File: config.mk
export PLATFORM = sky130hd
export DESIGN_NAME = meter_pulse_rate_counter_core
export DESIGN_NICKNAME = d
export VERILOG_FILES = /design/src/hw/rtl/mprc_pkg.sv /design/src/hw/rtl/meter_pulse_rate_counter_core.sv /design/src/hw/rtl/mprc_ctrl.sv /design/src/hw/rtl/mprc_dp.sv
export VERILOG_INCLUDE_DIRS = /design/src /design/src/hw/rtl
export SDC_FILE = /design/constraint.sdc
export NUM_CORES = 2
export LEC_CHECK = 0
export BUFFER_PORTS_ARGS = -buffer_cell sky130_fd_sc_hd__buf_2
export CORE_MARGIN = 2
export CORE_UTILIZATION = 37
export DETAILED_ROUTE_END_ITERATION = 7
export PLACE_DENSITY_LB_ADDON = 0.1
export SLEW_MARGIN = 20
export SYNTH_ARGS = -nofsm -noshare
export SYNTH_HDL_FRONTEND = slang
export SYNTH_SLANG_ARGS = --single-unit
File: constraint.sdc
create_clock -name i_clk -period 23.4 [get_ports i_clk]
set_input_delay 3.51 -clock i_clk [delete_from_list [all_inputs] [get_ports i_clk]]
set_output_delay 3.51 -clock i_clk [all_outputs]
set_load 0.005 [all_outputs]
File: src/hw/rtl/meter_pulse_rate_counter_core_defines.svh
// assertion macros for the meter pulse rate counter core
// included by the top level only; expects i_clk and i_rst_n in scope
`ifndef METER_PULSE_RATE_COUNTER_CORE_DEFINES_SVH
`define METER_PULSE_RATE_COUNTER_CORE_DEFINES_SVH

// same-cycle implication, disabled while reset is asserted
`define MPRC_ASSERT_NOW(lbl, ante, cons, msg) \
    lbl: assert property (@(posedge i_clk) disable iff (!i_rst_n) (ante) |-> (cons)) \
        else $error(msg);

// next-cycle implication, disabled while reset is asserted
`define MPRC_ASSERT_NEXT(lbl, ante, cons, msg) \
    lbl: assert property (@(posedge i_clk) disable iff (!i_rst_n) (ante) |=> (cons)) \
        else $error(msg);

`endif

File: src/hw/rtl/mprc_pkg.sv
// shared types and constants for the meter pulse rate counter core
// no dependencies; imported by controller, datapath and top level
package mprc_pkg;

    localparam int CNT_W    = 24;
    localparam int RATE_W   = 22;
    localparam int TOTAL_W  = 32;
    localparam int PULSE_W  = 16;
    localparam int WIN_W    = 22;
    localparam int CFG_W    = 22;
    localparam int CFG_IDX_W = 2;
    localparam int DIV_CNT_W = $clog2(RATE_W);

    localparam logic [CNT_W-1:0]  CNT_MAX  = '1;
    localparam logic [RATE_W-1:0] RATE_MAX = '1;

    localparam logic [PULSE_W-1:0] MIN_PULSE_RST = 16'd20;
    localparam logic [PULSE_W-1:0] MAX_PULSE_RST = 16'd200;
    localparam logic [WIN_W-1:0]   WINDOW_RST    = 22'd10000;

    localparam logic [CFG_IDX_W-1:0] REG_MIN_PULSE = 2'd0;
    localparam logic [CFG_IDX_W-1:0] REG_MAX_PULSE = 2'd1;
    localparam logic [CFG_IDX_W-1:0] REG_WINDOW    = 2'd2;

    typedef enum logic [2:0] {
        S_IDLE,
        S_MUL,
        S_DINIT,
        S_DIV,
        S_DONE
    } t_state;

    // controller to datapath
    typedef struct packed {
        logic tick_en;
        logic mul_en;
        logic div_init;
        logic div_step;
        logic out_load;
    } t_dp_cmd;

    // datapath to controller
    typedef struct packed {
        logic win_close;
        logic div_last;
        logic out_free;
    } t_dp_sts;

endpackage

File: src/hw/rtl/meter_pulse_rate_counter_core.sv
// top level of the meter pulse rate counter core
// depends on mprc_pkg, mprc_ctrl, mprc_dp and the core defines header
//
// usage:
//   input channel: one word per millisecond tick, i_sensor_level (0 = pulse
//   present). a word is taken when i_in_valid is high and o_in_stall is low.
//   output channel: one word per closed measurement window with the window
//   count, total count, pulses-per-hour estimate and its valid flag; taken
//   when o_out_valid is high and i_out_stall is low.
//   config: i_cfg_we with i_cfg_idx 0 = min pulse, 1 = max pulse, 2 = window
//   length; other indexes are ignored. write only while idle.
// sequencing:
//   a tick that does not close a window leaves the input free for the next
//   word. a closing tick holds the input through one multiply, one divider
//   setup, 22 divider steps (one quotient bit per cycle) and the output
//   load; the load waits while the output register is still occupied.
// reset: synchronous, active low; counters and time clear, config returns
//   to 20 / 200 / 10000 ms and the output register empties.
// stall: a waiting result holds its word; ticks keep flowing until the next
//   closing tick, which waits in the last step for the register to free up.
`include "meter_pulse_rate_counter_core_defines.svh"

module meter_pulse_rate_counter_core
    import mprc_pkg::*;
#(
    parameter int MS_PER_HOUR = 3600000,
    parameter int TIME_BITS   = 32
) (
    input  logic                 i_clk,
    input  logic                 i_rst_n,
    input  logic                 i_cfg_we,
    input  logic [CFG_IDX_W-1:0] i_cfg_idx,
    input  logic [CFG_W-1:0]     i_cfg_data,
    input  logic                 i_in_valid,
    output logic                 o_in_stall,
    input  logic                 i_sensor_level,
    output logic                 o_out_valid,
    input  logic                 i_out_stall,
    output logic [CNT_W-1:0]     o_window_pulses,
    output logic [RATE_W-1:0]    o_pulses_per_hour,
    output logic                 o_rate_valid,
    output logic [TOTAL_W-1:0]   o_total_pulses
);

    t_dp_cmd cmd;
    t_dp_sts sts;

    mprc_ctrl u_ctrl (
        .i_clk      (i_clk),
        .i_rst_n    (i_rst_n),
        .i_in_valid (i_in_valid),
        .i_sts      (sts),
        .o_cmd      (cmd),
        .o_in_stall (o_in_stall)
    );

    mprc_dp #(
        .MS_PER_HOUR (MS_PER_HOUR),
        .TIME_BITS   (TIME_BITS)
    ) u_dp (
        .i_clk             (i_clk),
        .i_rst_n           (i_rst_n),
        .i_cfg_we          (i_cfg_we),
        .i_cfg_idx         (i_cfg_idx),
        .i_cfg_data        (i_cfg_data),
        .i_sensor_level    (i_sensor_level),
        .i_cmd             (cmd),
        .o_sts             (sts),
        .i_out_stall       (i_out_stall),
        .o_out_valid       (o_out_valid),
        .o_window_pulses   (o_window_pulses),
        .o_pulses_per_hour (o_pulses_per_hour),
        .o_rate_valid      (o_rate_valid),
        .o_total_pulses    (o_total_pulses)
    );

    // a closing tick must start the rate computation and hold off new words
    `MPRC_ASSERT_NEXT(a_close_stalls, i_in_valid && !o_in_stall && sts.win_close, o_in_stall, "closing tick did not stall input")

    // a zero interval reports a zero rate
    `MPRC_ASSERT_NOW(a_zero_rate, o_out_valid && !o_rate_valid, o_pulses_per_hour == '0, "invalid rate is not zero")

    // a window only closes after at least one good pulse
    `MPRC_ASSERT_NOW(a_count_nonzero, o_out_valid, o_window_pulses != '0, "empty window reported")

endmodule

File: src/hw/rtl/mprc_ctrl.sv
// sequencing fsm for the meter pulse rate counter core
// depends on mprc_pkg; drives commands into mprc_dp
module mprc_ctrl
    import mprc_pkg::*;
(
    input  logic    i_clk,
    input  logic    i_rst_n,
    input  logic    i_in_valid,
    input  t_dp_sts i_sts,
    output t_dp_cmd o_cmd,
    output logic    o_in_stall
);

    t_state r_state;
    t_state n_state;

    always_ff @(posedge i_clk) begin
        if (!i_rst_n) begin
            r_state <= S_IDLE;
        end else begin
            r_state <= n_state;
        end
    end

    always_comb begin
        n_state = r_state;
        unique case (r_state)
            S_IDLE: begin
                if (i_in_valid && i_sts.win_close) n_state = S_MUL;
            end
            S_MUL:   n_state = S_DINIT;
            S_DINIT: n_state = S_DIV;
            S_DIV: begin
                if (i_sts.div_last) n_state = S_DONE;
            end
            S_DONE: begin
                if (i_sts.out_free) n_state = S_IDLE;
            end
            default: n_state = S_IDLE;
        endcase
    end

    always_comb begin
        o_cmd      = '0;
        o_in_stall = 1'b1;
        unique case (r_state)
            S_IDLE: begin
                o_in_stall    = 1'b0;
                o_cmd.tick_en = i_in_valid;
            end
            S_MUL:   o_cmd.mul_en   = 1'b1;
            S_DINIT: o_cmd.div_init = 1'b1;
            S_DIV:   o_cmd.div_step = 1'b1;
            S_DONE:  o_cmd.out_load = i_sts.out_free;
            default: o_in_stall = 1'b1;
        endcase
    end

endmodule

File: src/hw/rtl/mprc_dp.sv
// datapath: config registers, tick state, rate multiply and radix-2 divider
// depends on mprc_pkg; sequenced by mprc_ctrl
module mprc_dp
    import mprc_pkg::*;
#(
    parameter int MS_PER_HOUR = 3600000,
    parameter int TIME_BITS   = 32
) (
    input  logic                 i_clk,
    input  logic                 i_rst_n,
    input  logic                 i_cfg_we,
    input  logic [CFG_IDX_W-1:0] i_cfg_idx,
    input  logic [CFG_W-1:0]     i_cfg_data,
    input  logic                 i_sensor_level,
    input  t_dp_cmd              i_cmd,
    output t_dp_sts              o_sts,
    input  logic                 i_out_stall,
    output logic                 o_out_valid,
    output logic [CNT_W-1:0]     o_window_pulses,
    output logic [RATE_W-1:0]    o_pulses_per_hour,
    output logic                 o_rate_valid,
    output logic [TOTAL_W-1:0]   o_total_pulses
);

    localparam int MSH_W = $clog2(MS_PER_HOUR + 1);
    localparam int PW    = CNT_W + MSH_W;
    localparam int HI_W  = PW - RATE_W;
    localparam int CMP_W = (HI_W > TIME_BITS) ? HI_W : TIME_BITS;
    localparam logic [MSH_W-1:0] MSH = MSH_W'(MS_PER_HOUR);

    // configuration
    logic [PULSE_W-1:0] r_min_pulse;
    logic [PULSE_W-1:0] r_max_pulse;
    logic [WIN_W-1:0]   r_window;

    always_ff @(posedge i_clk) begin
        if (!i_rst_n) begin
            r_min_pulse <= MIN_PULSE_RST;
            r_max_pulse <= MAX_PULSE_RST;
            r_window    <= WINDOW_RST;
        end else if (i_cfg_we) begin
            unique case (i_cfg_idx)
                REG_MIN_PULSE: r_min_pulse <= i_cfg_data[PULSE_W-1:0];
                REG_MAX_PULSE: r_max_pulse <= i_cfg_data[PULSE_W-1:0];
                REG_WINDOW:    r_window    <= i_cfg_data[WIN_W-1:0];
                default:       r_window    <= r_window;
            endcase
        end
    end

    // tick state
    logic [TIME_BITS-1:0] r_now;
    logic                 r_in_pulse;
    logic [TIME_BITS-1:0] r_pulse_start;
    logic                 r_measuring;
    logic [TIME_BITS-1:0] r_win_start;
    logic [TIME_BITS-1:0] r_last_end;
    logic [CNT_W-1:0]     r_win_count;
    logic [TOTAL_W-1:0]   r_total;

    logic                 n_in_pulse;
    logic [TIME_BITS-1:0] n_pulse_start;
    logic                 n_measuring;
    logic [TIME_BITS-1:0] n_win_start;
    logic [TIME_BITS-1:0] n_last_end;
    logic [CNT_W-1:0]     n_win_count;
    logic [TOTAL_W-1:0]   n_total;
    logic [TIME_BITS-1:0] pulse_len;
    logic [TIME_BITS-1:0] win_age;
    logic                 pulse_ok;
    logic                 win_close;

    always_comb begin
        n_in_pulse    = r_in_pulse;
        n_pulse_start = r_pulse_start;
        n_measuring   = r_measuring;
        n_win_start   = r_win_start;
        n_last_end    = r_last_end;
        n_win_count   = r_win_count;
        n_total       = r_total;
        pulse_ok      = 1'b0;
        pulse_len     = r_now - r_pulse_start;
        if (!r_in_pulse && !i_sensor_level) begin
            n_in_pulse    = 1'b1;
            n_pulse_start = r_now;
        end else if (r_in_pulse && i_sensor_level) begin
            n_in_pulse = 1'b0;
            pulse_ok   = (pulse_len >= TIME_BITS'(r_min_pulse))
                      && (pulse_len <= TIME_BITS'(r_max_pulse));
        end
        if (pulse_ok) begin
            // first good pulse opens the window at its close time
            if (!r_measuring) begin
                n_measuring = 1'b1;
                n_win_start = r_now;
            end
            if (r_win_count != CNT_MAX) n_win_count = r_win_count + 1'b1;
            n_total    = r_total + 1'b1;
            n_last_end = r_now;
        end
        win_age   = r_now - n_win_start;
        win_close = n_measuring && (win_age > TIME_BITS'(r_window));
    end

    // window snapshot taken on the closing tick
    logic [CNT_W-1:0]     r_snap_count;
    logic [TOTAL_W-1:0]   r_snap_total;
    logic [TIME_BITS-1:0] r_interval;

    always_ff @(posedge i_clk) begin
        if (!i_rst_n) begin
            r_now         <= '0;
            r_in_pulse    <= 1'b0;
            r_pulse_start <= '0;
            r_measuring   <= 1'b0;
            r_win_start   <= '0;
            r_last_end    <= '0;
            r_win_count   <= '0;
            r_total       <= '0;
        end else if (i_cmd.tick_en) begin
            r_now         <= r_now + 1'b1;
            r_in_pulse    <= n_in_pulse;
            r_pulse_start <= n_pulse_start;
            r_win_start   <= n_win_start;
            r_last_end    <= n_last_end;
            r_total       <= n_total;
            r_measuring   <= n_measuring && !win_close;
            r_win_count   <= win_close ? '0 : n_win_count;
        end
    end

    always_ff @(posedge i_clk) begin
        if (i_cmd.tick_en && win_close) begin
            r_snap_count <= n_win_count;
            r_snap_total <= n_total;
            r_interval   <= n_last_end - n_win_start;
        end
    end

    // (count - 1) * ms per hour
    logic [PW-1:0]    r_prod;
    logic [CNT_W-1:0] mul_cnt;

    assign mul_cnt = (r_snap_count == '0) ? '0 : r_snap_count - 1'b1;

    always_ff @(posedge i_clk) begin
        if (i_cmd.mul_en) r_prod <= PW'(mul_cnt) * PW'(MSH);
    end

    // quotient saturates when the high part already reaches the divisor,
    // else the remaining quotient bits come one per cycle
    logic [TIME_BITS:0]   r_rem;
    logic [RATE_W-1:0]    r_low;
    logic [RATE_W-1:0]    r_quo;
    logic                 r_sat;
    logic [DIV_CNT_W-1:0] r_div_cnt;
    logic [CMP_W-1:0]     hi_ext;
    logic [CMP_W-1:0]     div_ext;
    logic [TIME_BITS:0]   rem_sh;
    logic                 rem_ge;

    assign hi_ext  = CMP_W'(r_prod[PW-1:RATE_W]);
    assign div_ext = CMP_W'(r_interval);
    assign rem_sh  = {r_rem[TIME_BITS-1:0], r_low[RATE_W-1]};
    assign rem_ge  = rem_sh >= {1'b0, r_interval};

    always_ff @(posedge i_clk) begin
        if (i_cmd.div_init) begin
            r_sat     <= hi_ext >= div_ext;
            r_rem     <= (TIME_BITS+1)'(hi_ext);
            r_low     <= r_prod[RATE_W-1:0];
            r_quo     <= '0;
            r_div_cnt <= DIV_CNT_W'(RATE_W - 1);
        end else if (i_cmd.div_step) begin
            r_rem     <= rem_ge ? rem_sh - {1'b0, r_interval} : rem_sh;
            r_low     <= {r_low[RATE_W-2:0], 1'b0};
            r_quo     <= {r_quo[RATE_W-2:0], rem_ge};
            r_div_cnt <= r_div_cnt - 1'b1;
        end
    end

    // output register
    logic                r_out_valid;
    logic [CNT_W-1:0]    r_out_count;
    logic [RATE_W-1:0]   r_out_rate;
    logic                r_out_rvalid;
    logic [TOTAL_W-1:0]  r_out_total;
    logic                out_free;
    logic                zero_int;

    assign out_free = !r_out_valid || !i_out_stall;
    assign zero_int = (r_interval == '0);

    always_ff @(posedge i_clk) begin
        if (!i_rst_n) begin
            r_out_valid <= 1'b0;
        end else if (i_cmd.out_load) begin
            r_out_valid <= 1'b1;
        end else if (!i_out_stall) begin
            r_out_valid <= 1'b0;
        end
    end

    always_ff @(posedge i_clk) begin
        if (i_cmd.out_load) begin
            r_out_count  <= r_snap_count;
            r_out_total  <= r_snap_total;
            r_out_rvalid <= !zero_int;
            r_out_rate   <= zero_int ? '0 : (r_sat ? RATE_MAX : r_quo);
        end
    end

    assign o_sts.win_close = win_close;
    assign o_sts.div_last  = (r_div_cnt == '0);
    assign o_sts.out_free  = out_free;

    assign o_out_valid       = r_out_valid;
    assign o_window_pulses   = r_out_count;
    assign o_pulses_per_hour = r_out_rate;
    assign o_rate_valid      = r_out_rvalid;
    assign o_total_pulses    = r_out_total;

endmodule

==> metrics.csv <==
stage,metric,value,unit
outcome,status,finished clean,
grt,global route overflow,0,
setup_path,r2r setup slk,10860,ps
cts,Post-CTS Setup Inserts,0,
setup_path,critical path class,primary input to flop,
setup_path,Stages on worst setup path,39,
cts,Longest Clk Path Bufs,3,
routing,DR top layer,met4,
floorplan,Die Ht,320,um
cts,cts hold-fix bufs,0,
routing,Via-to-Cell Ratio,5.11,
grt,initial antenna violation count,1,
placed_design,pre-CTS setup slack,9270,ps
synth,Yosys reg bits,525,
synth,"Distinct cells, synth",80,
synth,Mean Syn Cell Area,9.31,um2
routing,wire per inst,17.9,um
synth,post-synthesis cell count,3973,
setup_path,R2R cell count,44,
power_and_ir_drop,pwr dens,66.6,nW/um2
setup_path,"CP delay by family, top",compound AO/OA/AOI/OAI gates,
sta,unrepaired setup endpoints after global routing,false,
floorplan,Initial Utilization,0.375,
floorplan,Die ar.,103000,um2
cts,H-tree levels,3,
setup_path,Worst setup EP type,flop,
setup_path,Worst EP required,23690,ps
synth,synth warn,0,
routing,met2 routed WL,45.7,mm
routing,Post-DRT Antenna Nets,0,
power_and_ir_drop,leakage power,0.0174,uW
cts,CTS tree,built,
setup_path,Worst setup endpoint,u_dp.div_ext[0],
setup_path,crit path DAT,13230,ps
routing,drt first pass iters,6,
sta,fmax,77.3,MHz
synth,prevailing post-synth register cell,dfxtp_1,
placed_design,I/O Buffers,110,
power_and_ir_drop,logic gate share of total power,0.241,
synth,async set or reset register ratio after synthesis,0,
power_and_ir_drop,Psw,813,uW
final_layout,Area Growth Syn to Fin,11.3,%
cts,clk slew on worst S/H paths,60,ps
final_layout,fin nets,4623,
power_and_ir_drop,VDD IR max,0.0000426,V
power_and_ir_drop,Clock Power Share,0.388,
cts,clock latency on the worst-skew pair,640,ps
setup_path,R2R Path Start,u_dp.r_now[4],
sta,setup TNS,0,ps
power_and_ir_drop,internal power,1930,uW
sta,relative slew slack,0.270,
final_layout,fill count,9850,
grt,largest net degree at the start of global routing,71,
synth,largest cells by area after synthesis,"edfxtp_1, dfxtp_1, ha_1",
sta,Final WS setup,10460,ps
routing,DR iter-0 viols,1495,
floorplan,Die X,320,um
synth,syn nets,4547,
setup_path,Slowest Stage Delay on Critical Path,560,ps
placed_design,global placer's final weighted congestion,0.860,
final_layout,layout cells sized above 1,0.0753,
setup_path,crit path max fanout,54,
cts,cts bufs inserted,67,
sta,final hold vios,0,
synth,Synth top area share,0.200,
floorplan,total core area,98700,um2
cts,Clock Sinks,525,
routing,total number of vias,27530,
sta,Tcrit/Tclk final,0.553,
final_layout,flip-flop and latch area,13000,um2
cts,Root Buffer,clkbuf_16,
floorplan,FP Rows,115,
routing,DR WL met3,2.90,mm
sta,setup violators final,0,
synth,synth cell count leaders,"nand2_1, inv_1, ha_1",
sta,Tightest Pin Transition,1090,ps
min_path,Hold Crit Class,flop to flop,
flow_run,maxcap violations,0,
floorplan,I/O Pins,111,
sta,skew final,36.5,ps
synth,Mapped Area,37000,um2
sta,crit path time final,12940,ps
grt,number of global-route vias before repair,27616,
grt,first-pass GRT wire length,154,mm
power_and_ir_drop,Sw Ratio,0.297,
synth,post-synthesis sequential area ratio,0.351,
synth,Post-synth EDFFs,246,
placed_design,DP HPWL,74.0,mm
setup_path,Worst Setup Start Kind,primary input,
setup_path,slowest CP cell,or4b_1,
power_and_ir_drop,sequential share of power,0.371,
setup_path,r2r endpoint,u_dp.div_ext[0],
synth,cell taking the most area after synthesis,edfxtp_1,
cts,post-cts sizing count,0,
routing,Met1 Wirelength,45.3,mm
final_layout,multi-input logic area,22000,um2
synth,most frequent cell after synthesis,nand2_1,
sta,fin. max-slew vios,0,
setup_path,"Buf+Inv Stages, Crit Path",5,
routing,total wire length,96.3,mm
setup_path,crit path launch,i_sensor_level,
min_path,hold path depth,0,
routing,Residual DRC,0,
grt,GRT Overall Usage,0.189,
worst reg2reg max path: cells and delay by family, from the launching register on:
kind | cells | cell delay, ps
compound gates | 20 | 5250
simple gates | 13 | 3020
fa+ha+maj | 4 | 1270
buf+inv | 3 | 1060
mux | 2 | 580
flops | 1 | 580
xor+xnor | 2 | 410
registers in the layout (all words and copies together), names as in the netlist, 3 cells and up:
register                flops
u_dp.r_min_pulse           16
u_dp.r_low                 15
u_dp.r_win_count           24
u_dp.r_last_end            32
u_dp.r_max_pulse           16
u_dp.o_window_pulses       24
u_dp.r_window              22
u_dp.o_total_pulses        32
u_dp.r_total               32
u_dp.r_div_cnt              5
u_dp.r_rem                 32
u_dp.o_pulses_per_hour     22
u_dp.r_snap_total          32
u_dp.r_pulse_start         32
u_dp.r_now                 32
u_dp.r_win_start           32
u_dp.div_ext               32
u_dp.r_quo                 22
u_ctrl.r_state              3
u_dp.r_prod                39
u_dp.r_snap_count          24
metal layers:
metal,GRT usage,vias to the layer above
li1,-,13924
met1,0.254,13166
met2,0.316,333
met3,0.0239,107
met4,0.0592,0
met5,0,-
power groups by stage:
| stage | clock (uW) | sequential (uW) | combinational, uW |
|---|---|---|---|
| 2_1_floorplan | 0 | 1030 | 500 |
| 3_3_place_gp | 0 | 1030 | 671 |
| 3_5_place_dp | 0 | 1030 | 671 |
| 4_1_cts | 1100 | 1010 | 675 |
| 5_1_grt | 1140 | 1020 | 753 |
| 6_report | 1060 | 1010 | 660 |
cells by family (layout without fill, tap and decap cells):
group                    Yosys count  in the layout  share of synthesized area
AND/OR/NAND/NOR                 1261           1261                      0.160
AO/OA/AOI/OAI                    782            782                      0.130
adder cells (fa/ha/maj)          544            544                      0.223
buffers and inverters            535            665                     0.0549
flip-flops                       525            525                      0.351
XOR/XNOR                         233            233                     0.0552
multiplexers                      93             93                     0.0262
other                              0              1                          0
placed cells by master (no fill, tap or decap), types with 12 or more instances in the layout:
master and count:
a211oi_1 20, a21o_1 91, a21oi_1 284, a31oi_1 17
and2_1 26, and3_1 37, buf_2 110, buf_4 26
clkbuf_1 13, clkbuf_16 69, clkinv_2 16, dfxtp_1 279
edfxtp_1 246, fa_1 192, ha_1 352, inv_1 403
mux2_2 31, mux2i_1 62, nand2_1 445, nand2b_1 43
nand3_1 102, nand4_1 63, nor2_1 299, nor2b_1 26
nor3_1 79, nor3b_1 13, nor4_1 22, o211ai_1 34
o21a_1 32, o21ai_0 177, o21bai_1 24, or2_2 12
or3_1 41, xnor2_1 148, xor2_1 85
how the worst min path moves through the flow:
stage                                         end                  start
final                     u_dp.o_total_pulses[16]  u_dp.r_snap_total[16]
after CTS                 u_dp.o_total_pulses[16]  u_dp.r_snap_total[16]
after global placement     u_dp.o_total_pulses[3]   u_dp.r_snap_total[3]
after global routing      u_dp.o_total_pulses[16]  u_dp.r_snap_total[16]
after floorplan            u_dp.o_total_pulses[0]   u_dp.r_snap_total[0]
after detailed placement   u_dp.o_total_pulses[2]   u_dp.r_snap_total[2]
stage by stage:
stage	hold WS [ps]	power [uW]	std cells	utilization	cell area (um2)
after floorplan	400	1530	3973	-	37000
after global placement	407	1700	5266	0.394	38900
after detailed placement	405	1700	5266	0.394	38900
after CTS	412	2790	5389	0.417	41100
after global routing	417	2910	5390	0.417	41200
final	413	2740	5391	0.417	41200
cell type report:
class / instances / share of cell area
Clock inverter: 35 / 0.00958
Timing Repair Buffer: 137 / 0.0186
Sequential cell: 525 / 0.315
Antenna cell: 1 / 0.0000608
Multi-Input combinational cell: 2913 / 0.535
Clock buffer: 88 / 0.0451
Tap cell: 1287 / 0.0391
Inverter: 405 / 0.0371
No activity file was read; power rests on OpenSTA's default activity.
